**config.mk**
```make
export PLATFORM = sky130hd
export DESIGN_NAME = spqp_ctrl
export DESIGN_NICKNAME = d
export VERILOG_FILES = /design/src/hdl/spqp_pkg.sv /design/src/hdl/spqp_ctrl.sv
export SDC_FILE = /design/constraint.sdc
export NUM_CORES = 1
export LEC_CHECK = 0
export BUFFER_PORTS_ARGS = -buffer_cell sky130_fd_sc_hd__buf_4
export CORE_AREA = 3 3 40 42
export CTS_BUF_LIST = sky130_fd_sc_hd__clkbuf_2
export DETAILED_ROUTE_END_ITERATION = 10
export DIE_AREA = 0 0 43 45
export HOLD_SLACK_MARGIN = 0.1
export PLACE_DENSITY_LB_ADDON = 0.15
export SLEW_MARGIN = 20
export SYNTH_ARGS = -nofsm -noshare
export SYNTH_HDL_FRONTEND = slang
export SYNTH_SLANG_ARGS = --single-unit
```
**constraint.sdc**
```tcl
create_clock -name clk_i -period 2.5 [get_ports clk_i]
set_clock_uncertainty 0.15 [all_clocks]
set_input_delay 0.125 -clock clk_i [delete_from_list [all_inputs] [get_ports clk_i]]
set_output_delay 0.125 -clock clk_i [all_outputs]
set_load 0.02 [all_outputs]
```
**src/hdl/spqp_pkg.sv**
```systemverilog
// ----------------------------------------------------------------------------
// spqp_pkg
// Shared types and constants of the setpoint queue planner: input opcodes,
// register indexes, field widths, and the controller/datapath interface.
// ----------------------------------------------------------------------------
package spqp_pkg;

  localparam int unsigned POS_W      = 17;
  localparam int unsigned SPEED_W    = 26;
  localparam int unsigned FILL_W     = 7;
  localparam int unsigned AXIS_W     = 3;
  localparam int unsigned THR_W      = 7;
  localparam int unsigned RATE_W     = 10;
  localparam int unsigned OFF_W      = 16;
  localparam int unsigned CFG_IDX_W  = 2;
  localparam int unsigned CFG_DATA_W = 16;
  localparam int unsigned IN_AXES    = 6;

  localparam logic [THR_W-1:0]   THR_RESET  = 7'd10;
  localparam logic [RATE_W-1:0]  RATE_RESET = 10'd20;
  localparam logic [OFF_W-1:0]   OFF_RESET  = 16'd500;
  localparam logic [SPEED_W-1:0] SPEED_MAX  = '1;

  localparam logic [CFG_IDX_W-1:0] REG_PRIME_THRESHOLD = 2'd0;
  localparam logic [CFG_IDX_W-1:0] REG_RATE_FACTOR     = 2'd1;
  localparam logic [CFG_IDX_W-1:0] REG_SPEED_OFFSET    = 2'd2;

  typedef enum logic [1:0] {
    OP_GOOD_FRAME = 2'd0,
    OP_BAD_FRAME  = 2'd1,
    OP_TICK       = 2'd2,
    OP_LINK_LOST  = 2'd3
  } op_e;

  // Commands from the controller to the datapath.
  typedef struct packed {
    logic load_item;    // capture the accepted transaction
    logic rd_en;        // read one queue row
    logic rd_next;      // read the row after the head instead of the head
    logic pop;          // latch the head row and advance the head
    logic take_next;    // latch the look-ahead row, restart the axis count
    logic calc_diff;    // mean step difference of the current axis
    logic calc_mul;     // scale by the rate factor
    logic emit_move;    // load a move result
    logic emit_status;  // apply the item and load its status result
  } cmd_t;

  // Status from the datapath to the controller.
  typedef struct packed {
    op_e  op;
    logic can_deq;
    logic out_free;
    logic last_axis;
  } status_t;

endpackage

```
**src/hdl/spqp_ctrl.sv**
```systemverilog
// ----------------------------------------------------------------------------
// spqp_ctrl
// Sequencer of the setpoint queue planner: accepts one transaction at a time
// and steps the datapath through status handling or a per-axis dequeue.
// ----------------------------------------------------------------------------
module spqp_ctrl (
  input  logic             clk_i,
  input  logic             rst_ni,
  input  logic             in_valid_i,
  output logic             in_stall_o,
  input  spqp_pkg::status_t status_i,
  output spqp_pkg::cmd_t    cmd_o
);
  import spqp_pkg::*;

  typedef enum logic [2:0] {
    S_IDLE,
    S_EXEC,
    S_NOW,
    S_NEXT,
    S_DIFF,
    S_MUL,
    S_MOVE,
    S_STAT
  } state_e;

  state_e state_q, state_d;

  assign in_stall_o = (state_q != S_IDLE);

  always_comb begin
    state_d = state_q;
    cmd_o   = '0;
    unique case (state_q)
      S_IDLE: begin
        if (in_valid_i) begin
          cmd_o.load_item = 1'b1;
          state_d         = S_EXEC;
        end
      end
      S_EXEC: begin
        if (status_i.op == OP_TICK && status_i.can_deq) begin
          cmd_o.rd_en = 1'b1;
          state_d     = S_NOW;
        end else begin
          state_d = S_STAT;
        end
      end
      S_NOW: begin
        // fetch the look-ahead row while the head row is latched
        cmd_o.pop     = 1'b1;
        cmd_o.rd_en   = 1'b1;
        cmd_o.rd_next = 1'b1;
        state_d       = S_NEXT;
      end
      S_NEXT: begin
        cmd_o.take_next = 1'b1;
        state_d         = S_DIFF;
      end
      S_DIFF: begin
        cmd_o.calc_diff = 1'b1;
        state_d         = S_MUL;
      end
      S_MUL: begin
        cmd_o.calc_mul = 1'b1;
        state_d        = S_MOVE;
      end
      S_MOVE: begin
        if (status_i.out_free) begin
          cmd_o.emit_move = 1'b1;
          state_d         = status_i.last_axis ? S_IDLE : S_DIFF;
        end
      end
      S_STAT: begin
        if (status_i.out_free) begin
          cmd_o.emit_status = 1'b1;
          state_d           = S_IDLE;
        end
      end
    endcase
  end

  always_ff @(posedge clk_i or negedge rst_ni) begin
    if (!rst_ni) begin
      state_q <= S_IDLE;
    end else begin
      state_q <= state_d;
    end
  end

endmodule

```
==> results of run 1 <==
-- how the worst max path moves through the flow --
| stage | cells past startpoint | end | startpoint |
|---|---|---|---|
| 2_1_floorplan | 4 | cmd_o[6] | state_q[0]$_DFFE_PN0P_ |
| 3_5_place_dp | 3 | cmd_o[8] | state_q[1]$_DFFE_PN0P_ |
| 6_report | 3 | cmd_o[8] | state_q[1]$_DFFE_PN0P_ |
| 5_1_grt | 3 | cmd_o[8] | state_q[1]$_DFFE_PN0P_ |
| 4_1_cts | 3 | cmd_o[8] | state_q[1]$_DFFE_PN0P_ |
| 3_3_place_gp | 3 | cmd_o[8] | state_q[1]$_DFFE_PN0P_ |
-- stage by stage --
stage          total power (uW)  hold WS [ns]  cells  area [um^2]
4_1_cts                     511         0.118     71          433
3_5_place_dp                440        -0.236     64          383
2_1_floorplan               355        -0.321     36          265
5_1_grt                     550         0.124     71          433
3_3_place_gp                441        -0.234     64          383
6_report                    501         0.120     71          433
-- cell type report --
class                   count  area, um^2
multi-input cells          28         158
inverters                   1        3.75
repair buffers             20         158
clock buffers               4        20.0
flip-flops and latches      3        75.1
well taps                  15        18.8
fillers                   135         852
-- cells by family after synthesis --
group | synth area share
and+or+nand+nor | 0.439
DFF | 0.283
AOI/OAI and AO/OA | 0.156
buffers and inverters | 0.123
-- power by group --
group	leakage, uW	internal [uW]	total (uW)	switching [uW]
clock network	0.0000166	42.2	65.4	23.2
registers	0.0000343	74.4	143	68.4
logic	0.000169	143	293	150
-- layout by cell type (no fill, tap or decap) --
cell type	count
o21ai_0	2
and3b_1	2
o211ai_1	1
and2_1	1
dlygate4sd3_1	3
nand3b_1	2
nand2b_1	2
o22ai_1	1
nand2_1	4
a21oi_1	2
buf_4	17
nor2b_1	1
or3_4	1
dfrtp_1	3
inv_1	1
o21a_1	1
nor2_2	1
clkbuf_2	4
nor2_1	7
-- routing by layer --
layer | wire [um] | GRT usage
met1 | 275 | 0.0870
met2 | 304 | 0.105
met3 | 46 | 0.0359
met4 | 0 | 0.0723
met5 | 0 | 0
-- critical path, stage by stage, from the launching register on --
cell     delay [ns]
dfrtp_1        0.48
or3_4          0.43
nor2_2         0.08
buf_4          0.14
-- timing repair --
action,in CTS,in global routing
hold buffers,3,0
endpoints found under the setup margin,0,0
endpoints found under the hold margin,3,0
==> flow_summary.yaml, run 1 <==
outcome:
  status: "completed"
drt:
  vias_per_cell: 3.94
  vias: 280
  drt-total-wl_um: 626
  drt_first_pass_iters: 3
  drtAntennaViolNets: 0
  wl_per_cell_um: 8.82
  drt_iter0_drc: 3
  drc: 0
power_and_ir_drop:
  p_per_area_nw_per_um2: 1160
  p_leak_uw: 0.000220
  vdd_drop_max_uv: 310
finish:
  regMostFlops: "state_q"
  largest_reg_flops: 3
  layout.nets: 65
  antennaDiodeCount: 0
  top_regs: "state_q x3"
  area_delta_synth_final_pct: 63.2
  utilization: 0.337
  drive_above_1_share: 0.411
placed_design:
  place_congestion: 0.709
  dp_hpwl_um: 485
  place_ws_ns: 1.11
  portBuffers: 17
cts:
  cts_tree: "yes"
  clock-root-buffer: "clkbuf_2"
  cts_resized: 0
  cts_htree_levels: 1
  cts.path.max_buffers: 2
  cts.clk_slew.worst_paths_ns: 0.04
  cts_setup_buffers: 0
  clock_sinks: 3
  cts-buffers-inserted: 3
  clk_latency_ns: 0.19
sta:
  grt_setup_unrepaired: "no"
  hold_viol_final: 0
  relSlewSlack: 0.781
  final.setup.tns_ns: 0
  worst_slew_pin_slew_ns: 0.328
  layout_setup_ws_ns: 0.908
  layout_min_cycle_time_ns: 1.59
  slew_viol_final: 0
  setup_viol: 0
  timing.fmax_ghz: 0.628
  post-route-period-util: 0.637
floorplan:
  die_w_um: 43
  ios: 18
  die_area_um2: 1940
  initial_core_util: 0.206
  coreArea_um2: 1280
  die_h_um: 45
  rows: 13
yosys:
  async_flop_share: 1.00
  yosysMostFrequentCell: "nor2_1"
  synth-seq-area-share: 0.283
  synthFlopType: "dfrtp_1"
  syn-mean-instance-area_um2: 7.37
  synth-seq-cells: 3
  synth_top_area_frac: 0.283
  synthTopCellsByArea: "dfrtp_1 (28%), nor2_1 (9.9%), and3b_1 (6.6%)"
  synth_area_um2: 265
  synth_top_cell_by_area: "dfrtp_1"
  syn_nets: 44
  postSynthCellCount: 36
  synth_edf_count: 0
  synth_common_cells: "nor2_1 (7), nand2_1 (4), dfrtp_1 (3)"
  ys_warn_count: 0
  synth.distinct_cells: 19
global_routing:
  grtUsageTotal: 0.0767
  grt_pass1_vias: 249
  grt-ovfl-total: 0
  grt_max_degree: 13
  grt_pass1_wl_mm: 1.02
  antenna_found_initial: 0
min_path:
  min_from: "status_i[1]"
  holdCritPathClass: "input pin to flip-flop"
  worstHoldPathCells: 4
  min_to: "state_q[1]$_DFFE_PN0P_"
critical_path:
  crit_type: "flip-flop to output pin"
  cp-end-kind: "output pin"
  r2r_slack_ns: 1.25
  worstSetupStartpointType: "flip-flop"
  worstPathRequired_ns: 2.23
  crit_path_max_fanout: 11
  r2r-start: "state_q[2]$_DFFE_PN0P_"
  arrival_ns: 1.32
  reg2reg_to: "state_q[0]$_DFFE_PN0P_"
  worstRegToRegCells: 3
flow_run:
  maxCapViolations: 0
Power figures use the tool's default switching activity.
==> run 2: changes to the inputs <==
Clock period 2.5 ns to 1.4 ns, I/O delays scaled along.
==> run 2 against run 1 <==
Net effect:
- the flow now finishes with violations (setup timing)
- via count increased by 17%
- global-route usage increased by 1.1 points
- total power increased by 110%
- final cell count increased by 9.9%
- sequential cell count unchanged
- hold slack improved by 0.12 ns
- sequential share of layout area decreased by 2.4 points
- setup slack got worse by 0.93 ns
- critical path depth unchanged
- critical path type unchanged
- largest power group unchanged
==> flow_summary.yaml, run 2 (synthesis gave the netlist of run 1 again) <==
cts:
  cts_htree_levels: 1
  cts-buffers-inserted: 3
  clock_sinks: 3
  cts.path.max_buffers: 2
  clk_latency_ns: 0.20
  cts.clk_slew.worst_paths_ns: 0.04
  clock-root-buffer: "clkbuf_2"
  cts_tree: "yes"
placed_design:
  post_dp_cell_area_um2: 408
  dp_cells: 67
  dp_hpwl_um: 513
  portBuffers: 17
  place_congestion: 0.696
  place_ws_ns: 0.157
outcome:
  status: "finished, violations left"
  violations: "setup timing"
finish:
  final_cell_mix: "buf_4 (19), nor2_1 (5), dlygate4sd3_1 (5), nand2_1 (4), clkbuf_2 (4)"
  num-fill-cells: 148
  antennaDiodeCount: 0
  largest_reg_flops: 3
  final_common_cell: "buf_4"
  fin_area_um2: 509
  layout.nets: 72
  utilization: 0.396
  regMostFlops: "state_q"
  seqCellArea_um2: 76.3
  top_regs: "state_q x3"
  drive_above_1_share: 0.492
  final_cells: 78
  multi_input_area_um2: 171
  area_delta_synth_final_pct: 92.0
critical_path:
  arrival_ns: 1.20
  crit_path_max_fanout: 5
  r2r_slack_ns: 0.14
  worstSetupStartpointType: "flip-flop"
  worstPathRequired_ns: 1.18
  r2r-start: "state_q[2]$_DFFE_PN0P_"
  reg2reg_to: "state_q[0]$_DFFE_PN0P_"
  worstRegToRegCells: 4
  cp-end-kind: "output pin"
  crit_type: "flip-flop to output pin"
drt:
  drt_iter0_drc: 1
  drc: 0
  drt-total-wl_um: 695
  vias_per_cell: 4.21
  drt_first_pass_iters: 2
  vias: 328
  wl_per_cell_um: 8.91
  drtAntennaViolNets: 0
floorplan:
  ios: 18
  rows: 13
  coreArea_um2: 1280
  initial_core_util: 0.206
  die_area_um2: 1940
  die_h_um: 45
  die_w_um: 43
sta:
  grt_setup_unrepaired: "yes"
  worst_slew_pin_slew_ns: 0.161
  setup_viol: 1
  post-route-period-util: 1.02
  hold_viol_final: 0
  slew_viol_final: 0
  timing.fmax_ghz: 0.702
  layout_min_cycle_time_ns: 1.42
  layout_setup_ws_ns: -0.0240
  relSlewSlack: 0.892
global_routing:
  grt_pass1_wl_mm: 1.22
  grtUsageTotal: 0.0874
  grt_pass1_vias: 318
  grt_max_degree: 8
  antenna_found_initial: 0
  grt-ovfl-total: 0
min_path:
  min_to: "state_q[2]$_DFFE_PN0P_"
  worstHoldPathCells: 4
  min_from: "status_i[4]"
  holdCritPathClass: "input pin to flip-flop"
power_and_ir_drop:
  vdd_drop_max_uv: 578
  pwr-share-seq: 0.176
  switching_share: 0.456
  p_clk_frac: 0.115
  p_int_uw: 572
  comb_power_share: 0.709
  p_per_area_nw_per_um2: 2070
  power.switching_uw: 480
  p_leak_uw: 0.000250
flow_run:
  maxCapViolations: 0
run 2: cell count changes in the layout (fill, tap and decap cells not counted), sizes merged:
cell | before | now
buf | 17 | 22
dlygate4sd3 | 3 | 5
run 2: critical path, stage by stage, from the launching register on:
cell	delay [ns]
dfrtp_1	0.40
or3_4	0.40
nor2_4	0.09
buf_6	0.11
run 2: final cells by class:
type                            count  share of cell area
Inverter                            1             0.00737
Tap cell                           15              0.0369
Clock buffer                        4              0.0393
Multi-Input combinational cell     28               0.337
Sequential cell                     3               0.150
Timing Repair Buffer               27               0.430
run 2: per-layer routing:
metal,routed length [um],global-route usage
met3,57,0.0398
met5,0,0
met2,311,0.129
met4,0,0.0723
met1,326,0.0964
run 2: repair_timing:
action / in CTS / in global routing
hold buffers: 5 / 0
buffers inserted: 2 / 0
endpoints found under the hold margin: 6 / 0
pin swaps: 1 / 0
setup endpoints to repair: 5 / 9
gates resized for setup: 4 / 2
run 2: how the worst max path moves through the flow:
stage / depth (start not counted) / endpoint / from / slack [ns]
after floorplan: 3 / cmd_o[8] / state_q[0]$_DFFE_PN0P_ / 0.06
final: 3 / cmd_o[8] / state_q[0]$_DFFE_PN0P_ / -0.02
after global placement: 3 / cmd_o[8] / state_q[2]$_DFFE_PN0P_ / 0.17
after detailed placement: 3 / cmd_o[8] / state_q[2]$_DFFE_PN0P_ / 0.16
after CTS: 3 / cmd_o[8] / state_q[0]$_DFFE_PN0P_ / -0.05
after global routing: 3 / cmd_o[8] / state_q[0]$_DFFE_PN0P_ / -0.11
run 2: power groups by stage:
stage          clock network, uW  registers [uW]  logic [uW]
5_1_grt                      143             197         817
3_3_place_gp                   0             193         671
4_1_cts                      132             186         738
6_report                     121             185         746
2_1_floorplan                  0             155         487
3_5_place_dp                   0             191         665
run 2: metrics by stage:
stage               TNS [ns]  power (uW)  hold slack [ns]
finish               -0.0240        1050            0.243
global route          -0.507        1160            0.263
CTS                  -0.0858        1060            0.224
detailed placement         0         856           -0.290
global placement           0         864           -0.289
floorplan                  0         642           -0.376
==> run 3: changes to the inputs <==
Settings changed: CELL_PAD_IN_SITES_DETAIL_PLACEMENT set to 2, CELL_PAD_IN_SITES_GLOBAL_PLACEMENT set to 2, CORE_AREA 3 3 40 42 to not set, CORE_MARGIN set to 3, CORE_UTILIZATION set to 17, DIE_AREA 0 0 43 45 to not set, PLACE_DENSITY_LB_ADDON 0.15 to 0.05.
Clock period 1.4 ns to 1.2 ns, I/O delays scaled along.
==> run 3 against run 2 <==
Net effect:
- sequential cell count unchanged
- sequential power up 19%
- the flow still finishes with violations (setup timing)
- cell area is 16% higher
- largest cell class unchanged
==> flow_summary.yaml, run 3 (synthesis gave the netlist of run 1 again) <==
global_routing:
  antenna_found_initial: 0
  grt-ovfl-total: 0
  grt_max_degree: 7
  grtUsageTotal: 0.127
  grt_pass1_vias: 414
  grt_pass1_wl_mm: 1.88
critical_path:
  worstPathRequired_ns: 0.99
  arrival_ns: 1.22
  crit_type: "flip-flop to output pin"
  max_stage_delay_ns: 0.41
  path_cells: "or3_4, nor2_4, buf_6"
  cp-end-kind: "output pin"
  slowest_stage: "or3_4"
  crit_path_max_fanout: 3
  worstSetupStartpointType: "flip-flop"
sta:
  layout_setup_ws_ns: -0.228
  relSlewSlack: 0.879
  timing.fmax_ghz: 0.700
  slew_viol_final: 0
  layout_min_cycle_time_ns: 1.43
  grt_setup_unrepaired: "yes"
  hold_viol_final: 0
  post-route-period-util: 1.19
  setup_viol: 11
  worst_slew_pin_slew_ns: 0.180
finish:
  top_regs: "state_q x3"
  antennaDiodeCount: 0
  layout.nets: 75
  final_common_cell: "buf_4"
  regMostFlops: "state_q"
  final_cells: 81
  utilization: 0.428
  final_cell_mix: "buf_4 (18), dlygate4sd3_1 (6), buf_6 (6), nor2_1 (4), clkbuf_2 (4)"
  num-fill-cells: 152
  area_delta_synth_final_pct: 123
  drive_above_1_share: 0.621
  largest_reg_flops: 3
cts:
  clock_sinks: 3
  cts-buffers-inserted: 3
  clk_latency_ns: 0.21
  cts.path.max_buffers: 2
  clock-root-buffer: "clkbuf_2"
  cts.clk_slew.worst_paths_ns: 0.05
  cts_tree: "yes"
  cts_htree_levels: 1
outcome:
  status: "finished, violations left"
  violations: "setup timing"
floorplan:
  die_h_um: 45.5
  initial_core_util: 0.192
  rows: 13
  ios: 18
  die_area_um2: 2070
  die_w_um: 45.5
  coreArea_um2: 1380
power_and_ir_drop:
  vdd_drop_max_uv: 1090
  p_leak_uw: 0.000286
  p_per_area_nw_per_um2: 2590
min_path:
  holdCritPathClass: "input pin to flip-flop"
drt:
  drc: 0
  met3_length_um: 59
  wl_per_cell_um: 12.8
  top_layer: "met4"
  vias_per_cell: 4.48
  drt_first_pass_iters: 2
  wl_met1_um: 410
  drt_iter0_drc: 1
  vias: 363
  drtAntennaViolNets: 0
  wl_met2_um: 557
  drt-total-wl_mm: 1.04
placed_design:
  dp_hpwl_um: 748
  place_congestion: 0.784
  portBuffers: 17
  dp_cells: 70
flow_run:
  maxCapViolations: 0
==> run 3: changes by cell type in the layout (fill, tap and decap cells not counted), sizes merged <==
cell,delta
buf,+2
dlygate4sd3,+1
==> run 3: path summary, 6_finish.rpt <==
check | startpoint | end | slack [ns] | cells after the start
min in group asynchronous | rst_ni | state_q[0]$_DFFE_PN0P_ | 0.61 | 3
hold / removal | status_i[4] | state_q[2]$_DFFE_PN0P_ | 0.26 | 4
setup / recovery | state_q[1]$_DFFE_PN0P_ | cmd_o[8] | -0.23 | 3
setup reg to reg | state_q[2]$_DFFE_PN0P_ | state_q[0]$_DFFE_PN0P_ | -0.02 | 5
max in group asynchronous | rst_ni | state_q[2]$_DFFE_PN0P_ | 0.12 | 3
hold reg to reg | state_q[1]$_DFFE_PN0P_ | state_q[1]$_DFFE_PN0P_ | 0.49 | 2
==> run 3: through the flow <==
| step | setup TNS [ns] | worst slack, ns | hold slack, ns | total power [uW] | area, um^2 |
|---|---|---|---|---|---|
| 6_report | -1.34 | -0.228 | 0.259 | 1530 | 592 |
| 5_1_grt | -2.13 | -0.297 | 0.324 | 1660 | 592 |
| 4_1_cts | -1.36 | -0.235 | 0.271 | 1490 | 581 |
| 3_5_place_dp | -0.0214 | -0.0214 | -0.298 | 1140 | 444 |
| 3_3_place_gp | 0 | 0.00230 | -0.301 | 1110 | 444 |
| 2_1_floorplan | -0.154 | -0.0754 | -0.386 | 783 | 282 |
==> run 3: power by group <==
| part | internal (uW) | leakage (uW) | switching [uW] | total, uW |
|---|---|---|---|---|
| logic | 576 | 0.000236 | 581 | 1160 |
| registers | 160 | 0.0000334 | 60.6 | 220 |
| clock network | 88.1 | 0.0000166 | 64.1 | 152 |
| total | 824 | 0.000286 | 706 | 1530 |
==> run 3: worst max-delay path: cells and delay by family, from the launching register on <==
kind          cells  cell delay [ns]
flops             1             0.39
simple gates      2             0.50
buf+inv           1             0.11
==> run 3: layer usage <==
layer / GRT usage / vias up
li1: - / 176
met1: 0.149 / 171
met2: 0.223 / 14
met3: 0.0119 / 2
met4: 0.0702 / 0
met5: 0 / -
==> run 3: layout make-up <==
| class | count | area [um^2] | share of cell area |
|---|---|---|---|
| well taps | 15 | 18.8 | 0.0317 |
| inverters | 1 | 3.75 | 0.00634 |
| repair buffers | 30 | 263 | 0.444 |
| multi-input cells | 28 | 210 | 0.355 |
| clock buffers | 4 | 20.0 | 0.0338 |
| flip-flops and latches | 3 | 76.3 | 0.129 |
==> run 3: repair_timing <==
item,CTS,global route
pin swaps,2,0
hold buffers,6,0
endpoints found under the hold margin,6,0
resized for setup,15,2
buffers inserted,1,0
endpoints found under the setup margin,10,13
